--- config.mk ---
export PLATFORM = sky130hd
export DESIGN_NAME = sts_ram
export DESIGN_NICKNAME = d
export VERILOG_FILES = /design/src/design/simplex_tableau_solver_macros.svh /design/src/design/sts_ram.sv
export SDC_FILE = /design/constraint.sdc
export NUM_CORES = 2
export LEC_CHECK = 0
export BUFFER_PORTS_ARGS = -buffer_cell sky130_fd_sc_hd__buf_2
export CORE_MARGIN = 2
export CORE_UTILIZATION = 35
export CTS_CLUSTER_DIAMETER = 80
export CTS_CLUSTER_SIZE = 16
export DETAILED_ROUTE_END_ITERATION = 10
export MAX_ROUTING_LAYER = met4
export SYNTH_ARGS = -nofsm -noshare
export SYNTH_HDL_FRONTEND = slang
export SYNTH_SLANG_ARGS = --single-unit
--- constraint.sdc ---
create_clock -name clk_i -period 4.2 [get_ports clk_i]
set_clock_uncertainty 0.05 [all_clocks]
set_input_delay 0.84 -clock clk_i [delete_from_list [all_inputs] [get_ports clk_i]]
set_output_delay 0.84 -clock clk_i [all_outputs]
set_load 0.005 [all_outputs]
--- src/design/simplex_tableau_solver_macros.svh ---
// Assertion macros used by the simplex tableau solver top level.
`ifndef SIMPLEX_TABLEAU_SOLVER_MACROS_SVH
`define SIMPLEX_TABLEAU_SOLVER_MACROS_SVH

// Same-cycle implication, checked on every rising clock edge outside reset.
`define STS_ASSERT_IMPL(name, clk, rst_n, ante, cons, msg) \
  name: assert property (@(posedge clk) disable iff (!rst_n) (ante) |-> (cons)) \
    else $error(msg);

// Next-cycle implication, checked on every rising clock edge outside reset.
`define STS_ASSERT_NEXT(name, clk, rst_n, ante, cons, msg) \
  name: assert property (@(posedge clk) disable iff (!rst_n) (ante) |=> (cons)) \
    else $error(msg);

`endif

--- src/design/sts_ram.sv ---
// Generic single-write, single-read RAM with registered read data.
module sts_ram #(
  parameter int WIDTH = 32,
  parameter int DEPTH = 128
) (
  input  logic                     clk_i,
  input  logic                     we_i,
  input  logic [$clog2(DEPTH)-1:0] waddr_i,
  input  logic [WIDTH-1:0]         wdata_i,
  input  logic [$clog2(DEPTH)-1:0] raddr_i,
  output logic [WIDTH-1:0]         rdata_o
);

  logic [WIDTH-1:0] mem_q [DEPTH];
  logic [WIDTH-1:0] rdata_q;

  always_ff @(posedge clk_i) begin
    if (we_i) begin
      mem_q[waddr_i] <= wdata_i;
    end
    rdata_q <= mem_q[raddr_i];
  end

  assign rdata_o = rdata_q;

endmodule

==> impl_metrics.json <==
{
  "place_inst": 12133,
  "io_pins": 80,
  "peakVddDrop_mv": 0.353,
  "syn-num-nets": 6038,
  "setup_tns_ns": 0,
  "clkLatencyLatePin_ns": 0.92,
  "stdcell_count": 12655,
  "cts.sinks": 4128,
  "power_density_nw_per_um2": 436,
  "p_total_mw": 77.6,
  "overflow": 0,
  "drt_wl_total_um": 438000,
  "cp_max_fo": 24,
  "htree_levels": 5,
  "setup-violations-final": 0,
  "hp-class": "in -> reg",
  "antenna_left": 0,
  "clkSlewWorstSetupHoldPaths_ns": 0.07,
  "hpwl_um": 254000,
  "worstMarginPinSlew_ns": 1.33,
  "ys_ff_latch": 4128,
  "die_height_um": 672,
  "worstPathArrival_ns": 4.15,
  "fp.dieW_um": 672,
  "place_area_um2": 169000,
  "status": "finished clean",
  "grt_pass1_vias": 71762,
  "finalNetCount": 6559,
  "ys_seq_area_share_pct": 79.1,
  "drt_iter0_drc": 10630,
  "multi_input_area_um2": 32300,
  "synthToLayoutAreaGrowth_pct": 13.9,
  "grt_max_degree": 102,
  "mostFrequentLayoutCells": "edfxtp_1, mux4_2, buf_4",
  "yosys_warnings": 0,
  "numCtsBuffers": 304,
  "fin_crit_ns": 3.44,
  "syn_inst": 5990,
  "coreArea_um2": 445000,
  "num-fill-cells": 38030,
  "vias_per_cell": 5.67,
  "synth_area_um2": 156000,
  "leakage_nw": 53.2,
  "rsz0062_at_grt": "no",
  "final_area_um2": 178000,
  "ctsHoldBuffers": 0,
  "cts_tree": "done",
  "mostFrequentLayoutCell": "edfxtp_1",
  "grtUsageTotal_pct": 19.8,
  "gp_congestion": 0.824,
  "avgSynthCellArea_um2": 26.1,
  "hold_viol_final": 0,
  "holdPathStages": 1,
  "cp_slowest_stage_delay_ns": 0.72,
  "cts_setup_buffers": 0,
  "critPathRequiredTime_ns": 4.91,
  "synth_cell_types": 17,
  "ff2ff_path_depth": 4,
  "maxSlewHeadroom_pct": 11.6,
  "vias": 71817,
  "max-cap-violations": 0,
  "io_buffers": 79,
  "firstDrtPassIters": 6,
  "seq_area_um2": 124000,
  "end_kind": "flip-flop",
  "crit_slowest_cell": "mux4_2",
  "clockBufferDepth": 4,
  "crit_type": "in -> reg",
  "maxSlewViolCount": 0,
  "die-area_um2": 452000,
  "num_rows": 245,
  "cp-start-kind": "input pin",
  "drc_errors": 0,
  "path_cells": "buf_12 -> buf_12 -> buf_4 -> buf_12 -> mux4_2 -> mux4_2 -> mux4_2 -> mux2_2",
  "grt_pass1_wl_um": 601000,
  "wl_per_cell_um": 34.6,
  "cts_resized": 0,
  "antenna_found_initial": 81,
  "start_util_pct": 35.1,
  "cts-root-buf": "clkbuf_16",
  "drive_above_1_share_pct": 35.8,
  "final_util_pct": 40.0,
  "max_freq_mhz": 291,
  "fin_crit_sh_pct": 81.8
}
[cell families (layout without fill, tap and decap cells)]
logic type	after synthesis	after routing	synth area share [%]
flip-flops	4128	4128	79.1
multiplexers	1376	1376	19.6
buffers and inverters	316	955	0.839
AND/OR/NAND/NOR	170	170	0.446
other	0	98	0
[final timing paths]
kind	startpoint	endpoint	slack (ns)
setup / recovery	raddr_i[0]	rdata_o[27]	0.76
hold / removal	wdata_i[7]	mem_q[41][7]	0.34
setup reg to reg	mem_q[89][28]	rdata_o[28]	1.39
hold reg to reg	mem_q[29][19]	rdata_o[19]	1.09
[registers in the layout, indices dropped and copies added (netlist names)]
register and flops:
mem_q 4096, rdata_o 32
[synth_stat cells]
library cell	instances	area (um2)
buf_1	50	188
buf_2	79	395
buf_4	3	22.5
buf_6	2	22.5
clkbuf_1	182	683
dfxtp_1	32	641
edfxtp_1	4096	123000
mux2_2	32	360
mux4_2	1344	30300
nand2_1	14	52.6
nand2b_1	2	12.5
nand3_1	12	60.1
nand4_1	3	18.8
nor2_1	122	458
nor2b_1	7	43.8
nor3_1	9	45.0
or3_1	1	6.26
[power by group]
group / internal, mW / switching [mW] / total (mW)
Clock: 13.7 / 13.6 / 27.3
Sequential: 45.4 / 0.214 / 45.7
Combinational: 1.83 / 2.80 / 4.63
Total: 61.0 / 16.6 / 77.6
[through the flow]
step / hold WS, ns / setup slack, ns
global route: 0.304 / 0.780
CTS: 0.261 / 0.808
floorplan: 0.889 / 0.0713
detailed placement: 1.08 / -0.141
global placement: 1.07 / -0.134
finish: 0.337 / 0.762
[per-layer routing]
layer  track usage [%]  share of wire [%]
met2              31.3                 49
met3              3.56                9.5
met1              26.4                 39
met4              5.32                2.9
met5                 -                  0
[worst max-delay path: cells and delay by family]
kind                   cells  cell delay, ns
muxes                      4            2.29
buffers and inverters      4            0.91
[area by class of cell]
| cell class | count | share of cell area, % |
|---|---|---|
| Tap cell | 5928 | 4.17 |
| Clock inverter | 19 | 0.151 |
| Timing Repair Buffer | 531 | 3.33 |
| Multi-Input combinational cell | 1546 | 18.1 |
| Clock buffer | 405 | 4.60 |
| Antenna cell | 98 | 0.138 |
| Sequential cell | 4128 | 69.5 |
Power figures use the tool's default switching activity.
